<file path="config.mk">
export PLATFORM = sky130hd
export DESIGN_NAME = ebpc_fifo
export DESIGN_NICKNAME = d
export VERILOG_FILES = /design/src/hw/rtl/ebpc_fifo.sv
export SDC_FILE = /design/constraint.sdc
export NUM_CORES = 1
export LEC_CHECK = 0
export BUFFER_PORTS_ARGS = -buffer_cell sky130_fd_sc_hd__buf_2
export CAP_MARGIN = 15
export CORE_MARGIN = 2
export CORE_UTILIZATION = 35
export CTS_CLUSTER_SIZE = 8
export DETAILED_ROUTE_END_ITERATION = 6
export HOLD_SLACK_MARGIN = 0.08
export SETUP_SLACK_MARGIN = 0.02
export SLEW_MARGIN = 10
export SYNTH_ARGS = -nofsm -noshare
export SYNTH_HDL_FRONTEND = slang
export SYNTH_SLANG_ARGS = --single-unit
export TNS_END_PERCENT = 1
</file>
<file path="constraint.sdc">
create_clock -name clk -period 2.1 [get_ports clk]
set_input_delay 0.21 -clock clk [delete_from_list [all_inputs] [get_ports clk]]
set_output_delay 0.21 -clock clk [all_outputs]
set_load 0.03 [all_outputs]
</file>
<file path="src/hw/rtl/ebpc_fifo.sv">
// Small register queue used between front and back and at the result side.
module ebpc_fifo #(
  parameter int W     = 8,
  parameter int DEPTH = 4
) (
  input  logic         clk,
  input  logic         rst,
  input  logic         push,
  input  logic [W-1:0] wdata,
  output logic         full,
  input  logic         pop,
  output logic [W-1:0] rdata,
  output logic         empty
);

  localparam int PW = (DEPTH > 1) ? $clog2(DEPTH) : 1;
  localparam int CW = $clog2(DEPTH + 1);

  logic [W-1:0]  mem [DEPTH];
  logic [PW-1:0] wr_ptr;
  logic [PW-1:0] rd_ptr;
  logic [CW-1:0] count;
  logic          do_push;
  logic          do_pop;

  assign do_push = push && !full;
  assign do_pop  = pop && !empty;
  assign full    = (count == CW'(DEPTH));
  assign empty   = (count == '0);
  assign rdata   = mem[rd_ptr];

  always_ff @(posedge clk) begin
    if (do_push) begin
      mem[wr_ptr] <= wdata;
    end
  end

  always_ff @(posedge clk) begin
    if (rst) begin
      wr_ptr <= '0;
      rd_ptr <= '0;
      count  <= '0;
    end else begin
      if (do_push) begin
        wr_ptr <= (wr_ptr == PW'(DEPTH - 1)) ? '0 : wr_ptr + 1'b1;
      end
      if (do_pop) begin
        rd_ptr <= (rd_ptr == PW'(DEPTH - 1)) ? '0 : rd_ptr + 1'b1;
      end
      if (do_push && !do_pop) begin
        count <= count + 1'b1;
      end else if (do_pop && !do_push) begin
        count <= count - 1'b1;
      end
    end
  end

endmodule

</file>
After elaboration in Yosys (flattened, before gate mapping) --
Memory sizes are Yosys's and may differ from the RTL's. A register that Yosys moved wholly into a read port is not among the register bits. Index checks and enable logic that the tools add are counted.
Word-level totals: output and inout port bits 10, latch bits 0, memories 1, bits in read-only memories 0, memory bits (writable) 32, register bits 7, bits of input ports 12
Memory list:
- mem | depth 4, bits a word 8, rd ports 1, clocked after memory_dff 1, write ports 1, RTL line 19 | logic [W-1:0] mem [DEPTH];
Cells by class: bitwise operators 0, shift-type cells 0, reduce and logical (&&, ||, !) cells 10, divide/modulo/power cells 0, mux-type cells 8, order comparisons 0, multipliers 0, equality and inequality tests 3, $add $sub $neg 4
Operator list (count):
- $mux 2 | 4
- $mux 3 | 2
- $add 2x1->2 const B | 2
- $eq 2x2->1 const B | 2
- $logic_and 1x1->1 | 4
- $logic_not 1->1 | 4
- $add 3x1->3 const B | 1
- $eq 3x3->1 const B | 1
- $logic_not 3->1 | 1
- $sub 3x1->3 const B | 1
- $mux 1 | 2
- $reduce_bool 2->1 | 1

Depth between registers and ports, before layout --
Gate-level depths: netlist of run 1.
word-level depth 7, depth in mapped cells 10, mapped depth without buffers 9

Least setup slack after synthesis of run 1 --
Ideal clock, no wire load.
path kind register to register, from register count[0], to register count[2], clock period less this slack 2215 ps, slack -115 ps, buffers on the path 1, arrival time 2145 ps, stages on the path, launching flop included 11, cell sequence dfxtp_1 or3b_1 buf_6 clkinv_4 nor2_2 ha_1 inv_1 fa_1 xor2_1 or3_2 a21oi_1
On the way: cells in the longest elaborated chain, start to end 6, elaborated cells between the ends (all ways) 15
Ends and longest elaborated chain:
- start, declared | RTL line 22 | logic [CW-1:0] count;
- start signal, assigned | RTL line 51 | count <= count + 1'b1;
- start signal, assigned | RTL line 53 | count <= count - 1'b1;
- $eq 3x3->1 (*) | RTL line 28 | assign full = (count == CW'(DEPTH));
- via full | RTL line 10 | output logic full,
- $logic_not 1->1 (*) | RTL line 26 | assign do_push = push && !full;
- $logic_and 1x1->1 (*) | RTL line 26
- via do_push | RTL line 23 | logic do_push;
- $logic_not 1->1 | RTL line 52 | end else if (do_pop && !do_push) begin
- $logic_and 1x1->1 | RTL line 52
- $reduce_bool 2->1 (no source line)
Mark *: on every way through the listed nets, which the timed path passes. The rest lies on a longest branch. The select of a mux whose other input is x is not followed. A chain may end at the register's enable or synchronous reset.

Worst setup path in the final report of run 1 --
from register count[1], to register count[2]
On the way: cells in the longest elaborated chain, start to end 6, elaborated cells between the ends (all ways) 15
Ends and longest elaborated chain (RTL line):
- $eq 3x3->1 (*) | 28
- $logic_not 1->1 (*) | 26
- $logic_and 1x1->1 (*) | 26
- via do_push | 23
- $logic_not 1->1 | 52
- $logic_and 1x1->1 | 52
- $reduce_bool 2->1 (no source line)
Marks and branches as above.

==> results.py, run 1 <==
metrics = {
    "synthesis": {
        "yosys-top-cells-count": "32 x edfxtp_1, 9 x dfxtp_1, 8 x mux4_2",
        "async_flop_share_pct": 0,
        "mappedNetlistNets": 111,
        "synth_warnings": 0,
        "synth.distinct_cells": 26,
        "netlist.area_leader.share_pct": 58.40,
        "synth.area.top_cells": "edfxtp_1 58%, dfxtp_1 11%, mux4_2 11%",
        "syn_inst_count": 92,
        "synth_top_area_cell": "edfxtp_1",
        "synth_enable_flop_cells": 32,
        "netlist_area_mm2": 0.001645,
        "synth.yosys.seq_area_share_pct": 69.35,
        "number_of_flip_flops_and_latches_in_the_synthesized_netlist": 41,
        "synth_top_flop_cell": "edfxtp_1",
        "synth.most_common_cell": "edfxtp_1",
        "post_synth.cell_area_avg_um2": 17.88,
    },
    "sta": {
        "unrepaired_setup_endpoints_after_global_routing": "no",
        "hold_ws_ns": 0.1368,
        "max_clock_freq_mhz": 497.3,
        "slew_at_the_pin_closest_to_its_max_slew_limit_ns": 0.4230,
        "setup_violations": 0,
        "post-route-period-util_pct": 95.76,
        "count_of_final_hold_check_violations": 0,
        "slew_headroom_pct": 71.76,
        "postLayoutSetupSlackWorst_ns": 0.08907,
        "final.min_clock_period_ns": 2.011,
        "fin_skew_ns": 0.003991,
        "final_max_slew_viol_count": 0,
    },
    "placement": {
        "placed_area_mm2": 0.001852,
        "pre_cts_ws_ns": -0.1378,
        "port_buffers": 21,
        "globalplace.congestion": 0.6720,
        "post-dp-hpwl_mm": 1.882,
    },
    "setup_path": {
        "critical-path-slowest-cell": "or3b_4",
        "cell_chain_of_the_critical_path": "or3b_4, clkinv_8, nor2_4, ha_2, buf_4, buf_4, xor2_1, or3_4, a21oi_2",
        "r2r_start": "count[1]",
        "cp_data_required_time_ns": 2.32,
        "end_kind": "flop",
        "critical-path-top-cell-by-count": "buf_4",
        "critPathKind": "reg -> reg",
        "worstPathArrival_ns": 2.23,
        "slowest_delay_ns": 0.44,
        "critPathLaunchType": "flop",
        "crit_path_max_fanout": 5,
        "cp-startpoint": "count[1]",
    },
    "route": {
        "post-route-drc-count": 0,
        "drt_iter0_drc": 27,
        "routedWlPerCell_um": 14.71,
        "route.detailed.vias_per_inst": 4.858,
        "final_antenna_net_count": 0,
        "detail_route.first_pass.iterations": 4,
        "num_vias": 855,
        "postRouteWirelength_mm": 2.589,
    },
    "floorplan": {
        "cell_rows": 24,
        "starting_density_of_the_core_pct": 37.02,
        "dieHeight_um": 72.57,
        "die_area_mm2": 0.005266,
        "die_width_um": 72.57,
        "floorplan.core_area_mm2": 0.004444,
        "design.portCount": 22,
    },
    "final_layout": {
        "antenna_cells": 0,
        "utilization_pct": 44.59,
        "final_layout_size_suffix_gt1_share_pct": 46.77,
        "finalNetCount": 142,
        "fill_cells": 404,
        "finalInstanceArea_mm2": 0.001982,
        "area_delta_synth_final_pct": 20.46,
    },
    "pwr": {
        "total_leakage_power_nw": 0.7397,
        "power_density_over_the_cells_mw_per_mm2": 1200,
        "maximum_vdd_drop_uv": 428.8,
    },
    "flow_run": {
        "max-cap-violations": 0,
    },
    "outcome": {
        "run_status": "finished, final reports clean",
    },
    "global_route": {
        "via_count_of_the_first_global_routing_pass": 925,
        "initial_antenna_violation_count": 0,
        "first_pass_grt_wire_length_mm": 4.360,
        "grt.overflow.total": 0,
        "global_route.usage.total_pct": 11.41,
        "grt_start_max_net_pins": 14,
    },
    "clock_network": {
        "post_cts_hold_buffer_count": 0,
        "max-clock-path-buffers": 2,
        "htreeDepth": 2,
        "clock_latency_ns": 0.29,
        "cts.root.buffer_cell": "clkbuf_8",
        "clkSinkCount": 41,
        "cts_inserted_buffers": 5,
        "cts_tree": "yes",
        "clk_pin_slew_ns": 0.08,
    },
    "worst_hold_path": {
        "hold_path.startpoint": "wdata[6]",
        "timing.hold.worst.class": "in -> reg",
    },
}
==> flip-flops by register name, indices dropped and copies added (netlist names), named ones only <==
| name | count |
|---|---|
| count | 3 |
| mem | 32 |
| rd_ptr | 2 |
| wr_ptr | 2 |
==> worst max-delay path, delay by kind of cell, from the launching register on <==
kind	cells	cell delay (ns)
AO/OA/AOI/OAI	1	0.12
XOR/XNOR	1	0.16
adder cells (fa/ha/maj)	1	0.18
buffers and inverters	3	0.31
flip-flops	1	0.37
AND/OR/NAND/NOR	3	0.80
==> cells in the final DEF, fill, tap and decap left out, types with 2 or more instances in the layout <==
cell and count:
a21oi_1 2, and3_2 4, buf_2 21, buf_4 7, clkbuf_8 5, dfxtp_1 7, dfxtp_4 2, edfxtp_1 32
ha_1 5, inv_1 4, mux2i_1 2, mux4_2 8, nand3_1 2, nor2_1 3, nor3_1 2, o31ai_2 2
xor2_1 2
==> through the flow <==
stage	cells	total power, mW	setup TNS (ns)
2_1_floorplan	92	1.613	0
6_report	176	2.378	0
3_5_place_dp	166	1.823	-0.1378
3_3_place_gp	166	1.792	0
4_1_cts	175	2.403	0
5_1_grt	176	2.511	0
==> per-layer routing <==
layer  track usage (%)  routed length (um)  vias to the layer above
met4             3.704                  30                        0
li1                  -                   -                      413
met1             12.20                1079                      417
met2             20.10                1316                       21
met3             5.000                 162                        4
met5                 0                   0                        -
==> path summary, 6_finish.rpt <==
| kind | end | slack (ns) | cells after the start |
|---|---|---|---|
| max | count[2] | 0.09 | 9 |
| min | mem[3][6] | 0.14 | 1 |
| max reg2reg | count[2] | 0.09 | 9 |
| min reg2reg | rd_ptr[0] | 0.52 | 2 |
==> final cells by class <==
class,instances,area [um2],share of cell area (%)
clock buffers,7,97.59,4.924
inverters,5,31.28,1.578
multi-input cells,42,476.7,24.05
clock inverters,1,5.005,0.2525
repair buffers,28,157.7,7.955
flip-flops and latches,41,1149,57.95
well taps,52,65.06,3.283
==> kinds of logic after synthesis <==
family	Yosys count	synth area share (%)
buffers and inverters	9	2.889
flip-flops	41	69.35
adder cells (fa/ha/maj)	7	5.779
XOR/XNOR	2	1.065
AO/OA/AOI/OAI	7	3.041
AND/OR/NAND/NOR	16	5.704
multiplexers	10	12.17
==> report_power, final <==
group	internal, mW	switching [mW]
registers	0.997	0.0629
clock network	0.304	0.247
logic	0.336	0.430
total	1.64	0.740
==> repair_timing <==
item | CTS | global route
hold endpoints to repair | 0 | 0
setup buffers | 1 | 1
resized for setup | 3 | 1
pin swaps | 2 | 1
setup endpoints to repair | 1 | 1
No activity file was read; power rests on OpenSTA's default activity.
==> run 2, diff against run 1 <==
--- a/config.mk
+++ b/config.mk
@@ -5,10 +5,10 @@
 export SDC_FILE = /design/constraint.sdc
 export NUM_CORES = 1
 export LEC_CHECK = 0
-export BUFFER_PORTS_ARGS = -buffer_cell sky130_fd_sc_hd__buf_2
+export BUFFER_PORTS_ARGS = -buffer_cell sky130_fd_sc_hd__clkbuf_2
 export CAP_MARGIN = 15
 export CORE_MARGIN = 2
-export CORE_UTILIZATION = 35
+export CORE_UTILIZATION = 40
 export CTS_CLUSTER_SIZE = 8
 export DETAILED_ROUTE_END_ITERATION = 6
 export HOLD_SLACK_MARGIN = 0.08
==> run 2 against run 1 <==
Compared with the run above:
- register-to-register slack gained 0.02 ns
- clock-buffer cell count grew 1
- maximum frequency grew 1.2%
- worst hold slack gained 0.0027 ns
- first-iteration DRC count grew to 2.5 times the previous value
- sequential power is essentially flat
- wire length grew 7.8%
- via count grew 1.1%
- global-route usage grew 2.8 points
- final cell count shrank 0.57%
- critical endpoint unchanged
- largest cell class unchanged
- highest routed layer unchanged
==> results.py, run 2 (synthesis results as in run 1) <==
metrics = {
    "final_layout": {
        "layout_common_cells": "32 x edfxtp_1, 21 x clkbuf_2, 8 x mux4_2, 8 x buf_4",
        "top_register": "mem",
        "area_delta_synth_final_pct": 21.06,
        "most_common_cell_after_layout_fill_and_taps_aside": "edfxtp_1",
        "max_reg_flops": 32,
        "antenna_cells": 0,
        "final_layout_size_suffix_gt1_share_pct": 47.20,
        "finalInstanceArea_mm2": 0.001992,
        "top_regs": "mem x32, count x3",
        "finalNetCount": 143,
    },
    "clock_network": {
        "post_cts_hold_buffer_count": 0,
        "max-clock-path-buffers": 2,
        "cts_inserted_buffers": 5,
        "htreeDepth": 2,
        "cts_tree": "yes",
        "clkSinkCount": 41,
        "cts.root.buffer_cell": "clkbuf_8",
        "clk_pin_slew_ns": 0.07,
        "clock_latency_ns": 0.29,
    },
    "global_route": {
        "global_route.peak_usage_layer": "met2",
        "via_count_of_the_first_global_routing_pass": 906,
        "grt_util_met2_pct": 23.91,
        "first_pass_grt_wire_length_mm": 4.416,
        "grt.met3_usage_pct": 5.921,
        "initial_antenna_violation_count": 0,
        "grt_start_max_net_pins": 13,
        "grt.overflow.total": 0,
        "global_routing_usage_on_met1_pct": 15.74,
        "global_route.usage.total_pct": 14.19,
    },
    "setup_path": {
        "r2r_cells": 9,
        "crit_path_max_fanout": 3,
        "critPathKind": "reg -> reg",
        "slowest_delay_ns": 0.35,
        "rrSetupSlack_ns": 0.11,
        "cp_data_required_time_ns": 2.31,
        "crit_path_end": "count[2]",
        "end_kind": "flop",
        "critPathLaunchType": "flop",
        "worstPathArrival_ns": 2.20,
        "cp-startpoint": "count[2]",
        "regToRegEndpoint": "count[2]",
        "r2r_start": "count[2]",
        "critical-path-slowest-cell": "fa_2",
        "cell_chain_of_the_critical_path": "or3b_4, clkinv_8, nor2_4, ha_4, inv_1, fa_2, xor2_1, or3_4, a21oi_2",
    },
    "floorplan": {
        "dieHeight_um": 68.14,
        "die_width_um": 68.14,
        "floorplan.core_area_mm2": 0.003971,
        "cell_rows": 23,
        "starting_density_of_the_core_pct": 41.43,
        "die_area_mm2": 0.004642,
        "design.portCount": 22,
    },
    "sta": {
        "hold_ws_ns": 0.1395,
        "slew_headroom_pct": 70.74,
        "setup_violations": 0,
        "final_max_slew_viol_count": 0,
        "final.min_clock_period_ns": 1.987,
        "count_of_final_hold_check_violations": 0,
        "post-route-period-util_pct": 94.60,
        "slew_at_the_pin_closest_to_its_max_slew_limit_ns": 0.4383,
        "postLayoutSetupSlackWorst_ns": 0.1135,
        "fin_skew_ns": 0.005004,
        "max_clock_freq_mhz": 503.4,
        "unrepaired_setup_endpoints_after_global_routing": "no",
    },
    "placement": {
        "pre_cts_ws_ns": -0.06811,
        "globalplace.congestion": 0.7547,
        "placed_area_mm2": 0.001857,
        "post-dp-hpwl_mm": 1.932,
        "port_buffers": 21,
    },
    "route": {
        "num_vias": 864,
        "post-route-drc-count": 0,
        "postRouteWirelength_mm": 2.790,
        "routedWlPerCell_um": 15.94,
        "drt_iter0_drc": 68,
        "final_antenna_net_count": 0,
        "detail_route.first_pass.iterations": 4,
        "route.detailed.vias_per_inst": 4.937,
    },
    "pwr": {
        "power_density_over_the_cells_mw_per_mm2": 1193,
        "total_leakage_power_nw": 0.7446,
        "maximum_vdd_drop_uv": 521.4,
    },
    "flow_run": {
        "max-cap-violations": 0,
    },
    "outcome": {
        "run_status": "finished, final reports clean",
    },
    "worst_hold_path": {
        "timing.hold.worst.class": "in -> reg",
    },
}
## run 2: cell count changes in the layout (fill, tap and decap cells not counted), sizes merged
cell / delta
buf: -20
clkinv: -1
clkbuf: +22
## run 2: cell type report
cell class                 instances  area, um2
multi-input combinational         42      495.5
tap                               50      62.56
clock buffer                       8      90.09
timing repair buffer              29      165.2
sequential                        41       1147
inverter                           5      31.28
fill                             346       1979
## run 2: how the worst min path moves through the flow
stage	startpoint	endpoint	slack, ns	depth (start not counted)
global placement	wdata[3]	mem[3][3]	0.42	1
floorplan	wdata[0]	mem[0][0]	0.31	0
global route	wdata[3]	mem[3][3]	0.12	1
finish	wdata[0]	mem[2][0]	0.14	1
detailed placement	wdata[0]	mem[2][0]	0.43	1
CTS	wdata[1]	mem[2][1]	0.13	1
## run 2: timing repair
| item | CTS | global route |
|---|---|---|
| endpoints found under the setup margin | 1 | 1 |
| resized for setup | 4 | 2 |
| buffers inserted | 0 | 2 |
| pin swaps | 1 | 3 |
## run 2: power by group
group	switching [mW]	internal (mW)
clock	0.244	0.268
combinational	0.449	0.355
sequential	0.0645	0.997
total	0.757	1.62
## run 2: metal layers
metal	vias up	wire (um)
li1	414	-
met4	0	34
met3	4	149
met2	21	1503
met1	425	1103
met5	-	0
## run 2: metrics by stage
step	instances	utilization, %	setup TNS (ns)	power, mW
after global routing	175	50.16	0	2.523
final	175	50.16	0	2.377
after detailed placement	165	46.75	-0.06811	1.840
after global placement	165	46.75	0	1.811
after CTS	173	49.65	0	2.393
after floorplan	92	-	0	1.613
## run 2: critical path, delay by kind of cell, from the launching register on
family	cells	cell delay [ns]
compound gates	1	0.13
xor+xnor	1	0.15
fa+ha+maj	2	0.49
buf+inv	2	0.10
flops	1	0.32
simple gates	3	0.72
==> run 3, diff against run 2 <==
--- a/config.mk
+++ b/config.mk
@@ -7,11 +7,15 @@
 export LEC_CHECK = 0
 export BUFFER_PORTS_ARGS = -buffer_cell sky130_fd_sc_hd__clkbuf_2
 export CAP_MARGIN = 15
+export CELL_PAD_IN_SITES_DETAIL_PLACEMENT = 0
+export CELL_PAD_IN_SITES_GLOBAL_PLACEMENT = 1
 export CORE_MARGIN = 2
-export CORE_UTILIZATION = 40
+export CORE_UTILIZATION = 42
 export CTS_CLUSTER_SIZE = 8
 export DETAILED_ROUTE_END_ITERATION = 6
+export GPL_TIMING_DRIVEN = 1
 export HOLD_SLACK_MARGIN = 0.08
+export PLACE_DENSITY_LB_ADDON = 0.1
 export SETUP_SLACK_MARGIN = 0.02
 export SLEW_MARGIN = 10
 export SYNTH_ARGS = -nofsm -noshare
==> run 3 against run 2 <==
Compared with the run above:
- utilization increased by 4.4 points
- flip-flop and latch count unchanged
- clock-buffer cell count decreased by 3
- register-to-register slack improved by 0.03 ns
- wire length decreased by 12%
- global-route usage decreased by 0.95 points
- first-iteration DRC count decreased by 46%
- largest cell class unchanged
==> results.py, run 3 (synthesis results as in run 1) <==
metrics = {
    "pwr": {
        "combinationalPowerShare_pct": 30.6,
        "netSwitchingFraction_pct": 29.31,
        "p_total_mw": 2.574,
        "power.share.clock_pct": 28.2,
        "p_int_mw": 1.820,
        "power_density_over_the_cells_mw_per_mm2": 1271,
        "seq_power_share_pct": 41.2,
        "total_leakage_power_nw": 0.7623,
        "maximum_vdd_drop_uv": 627.9,
        "total_switching_power_mw": 0.7545,
    },
    "clock_network": {
        "post_cts_hold_buffer_count": 0,
        "htreeDepth": 2,
        "clock_latency_ns": 0.29,
        "cts.root.buffer_cell": "clkbuf_8",
        "clkSinkCount": 41,
        "clk_pin_slew_ns": 0.08,
        "cts_tree": "yes",
        "cts_inserted_buffers": 5,
        "max-clock-path-buffers": 2,
    },
    "setup_path": {
        "r2r_cells": 9,
        "worstPathArrival_ns": 2.18,
        "crit_path_max_fanout": 3,
        "regToRegEndpoint": "count[2]",
        "cp_data_required_time_ns": 2.32,
        "critPathLaunchType": "flop",
        "r2r_start": "count[2]",
        "rrSetupSlack_ns": 0.14,
        "end_kind": "flop",
        "critPathKind": "reg -> reg",
    },
    "final_layout": {
        "fill_cells": 313,
        "finalInstanceArea_mm2": 0.002026,
        "layout_common_cells": "32 x edfxtp_1, 21 x clkbuf_2, 8 x mux4_2, 7 x buf_4, 6 x dfxtp_1",
        "top_register": "mem",
        "finish.cell_count_without_fillers": 172,
        "top_regs": "mem x32, count x3",
        "final_layout_size_suffix_gt1_share_pct": 48.39,
        "antenna_cells": 0,
        "most_common_cell_after_layout_fill_and_taps_aside": "edfxtp_1",
        "max_reg_flops": 32,
        "utilization_pct": 54.51,
        "area_delta_synth_final_pct": 23.12,
        "finalNetCount": 142,
    },
    "floorplan": {
        "die_width_um": 66.59,
        "die_area_mm2": 0.004434,
        "floorplan.core_area_mm2": 0.003716,
        "starting_density_of_the_core_pct": 44.28,
        "dieHeight_um": 66.59,
        "cell_rows": 22,
        "design.portCount": 22,
    },
    "sta": {
        "slew_headroom_pct": 75.05,
        "slew_at_the_pin_closest_to_its_max_slew_limit_ns": 0.3738,
        "final.min_clock_period_ns": 1.959,
        "setup_violations": 0,
        "hold_ws_ns": 0.1388,
        "max_clock_freq_mhz": 510.4,
        "unrepaired_setup_endpoints_after_global_routing": "no",
        "final_max_slew_viol_count": 0,
        "fin_skew_ns": 0.004390,
        "post-route-period-util_pct": 93.29,
        "count_of_final_hold_check_violations": 0,
    },
    "worst_hold_path": {
        "hold_path.startpoint": "wdata[1]",
        "min_to": "mem[2][1]",
        "hold_depth": 1,
        "timing.hold.worst.class": "in -> reg",
    },
    "route": {
        "routedWlPerCell_um": 14.34,
        "post-route-drc-count": 0,
        "num_vias": 854,
        "final_antenna_net_count": 0,
        "postRouteWirelength_mm": 2.467,
        "route.detailed.vias_per_inst": 4.965,
        "drt_iter0_drc": 37,
        "detail_route.first_pass.iterations": 3,
    },
    "global_route": {
        "grt.overflow.total": 0,
        "initial_antenna_violation_count": 0,
        "grt_start_max_net_pins": 14,
        "global_route.usage.total_pct": 13.24,
        "first_pass_grt_wire_length_mm": 4.071,
        "via_count_of_the_first_global_routing_pass": 905,
    },
    "placement": {
        "post-dp-hpwl_mm": 1.783,
        "post-place-cells": 163,
        "placed_area_mm2": 0.001854,
        "port_buffers": 21,
        "globalplace.congestion": 0.7740,
    },
    "flow_run": {
        "max-cap-violations": 0,
    },
    "outcome": {
        "run_status": "finished, final reports clean",
    },
}
run 3: cell types whose count changed in the layout (fill, tap and decap cells not counted), sizes merged:
cell    before  now
buf          8    7
clkbuf      29   26
bufinv       0    2
clkinv       1    2
run 3: metrics by stage:
| step | setup TNS [ns] | setup slack (ns) |
|---|---|---|
| after global routing | 0 | 0.07207 |
| after global placement | 0 | 0.01574 |
| after detailed placement | -0.05228 | -0.05228 |
| after floorplan | 0 | 0.03273 |
| after CTS | 0 | 0.02512 |
| final | 0 | 0.1408 |
run 3: worst max-delay path by stage:
stage	startpoint	slack (ns)	endpoint
3_5_place_dp	count[0]	-0.05	count[2]
4_1_cts	count[2]	0.03	count[2]
5_1_grt	count[2]	0.07	count[2]
6_report	count[2]	0.14	count[2]
3_3_place_gp	count[0]	0.02	count[2]
2_1_floorplan	count[2]	0.03	count[2]
run 3: metal layers:
layer | up-vias | wire length [um] | share of wire [%] | global-route usage [%]
met1 | 417 | 955 | 39 | 14.01
met5 | - | 0 | 0 | 0
li1 | 414 | - | - | -
met3 | 4 | 123 | 5.0 | 4.561
met4 | 0 | 31 | 1.3 | 4.592
met2 | 19 | 1357 | 55 | 24.25
run 3: what timing repair did:
| action | CTS | global route |
|---|---|---|
| pin swaps | 1 | 2 |
| endpoints found under the hold margin | 0 | 0 |
| buffers inserted | 0 | 1 |
| gates cloned | 0 | 0 |
| endpoints found under the setup margin | 1 | 1 |
| gates resized for setup | 4 | 2 |
run 3: final cells by class:
class / count / area, um2 / share of cell area [%]
inverters: 5 / 31.28 / 1.544
clock inverters: 3 / 65.06 / 3.212
well taps: 48 / 60.06 / 2.965
clock buffers: 5 / 68.82 / 3.397
multi-input cells: 42 / 495.5 / 24.46
flip-flops and latches: 41 / 1147 / 56.64
repair buffers: 28 / 157.7 / 7.783
run 3: power groups by stage:
| stage | Clock [mW] | Sequential [mW] | Combinational (mW) |
|---|---|---|---|
| 5_1_grt | 0.793 | 1.07 | 0.863 |
| 2_1_floorplan | 0 | 1.06 | 0.554 |
| 6_report | 0.727 | 1.06 | 0.788 |
| 4_1_cts | 0.749 | 1.06 | 0.790 |
| 3_5_place_dp | 0 | 1.07 | 0.754 |
| 3_3_place_gp | 0 | 1.07 | 0.738 |
run 3: worst max-delay path, stage by stage (launching register included):
cell and delay (ns):
dfxtp_2 0.32, or3b_4 0.27, clkinv_8 0.05, nor2_4 0.13, ha_4 0.14, inv_1 0.04
fa_2 0.32, xor2_1 0.16, or3_4 0.33, a21oi_2 0.12
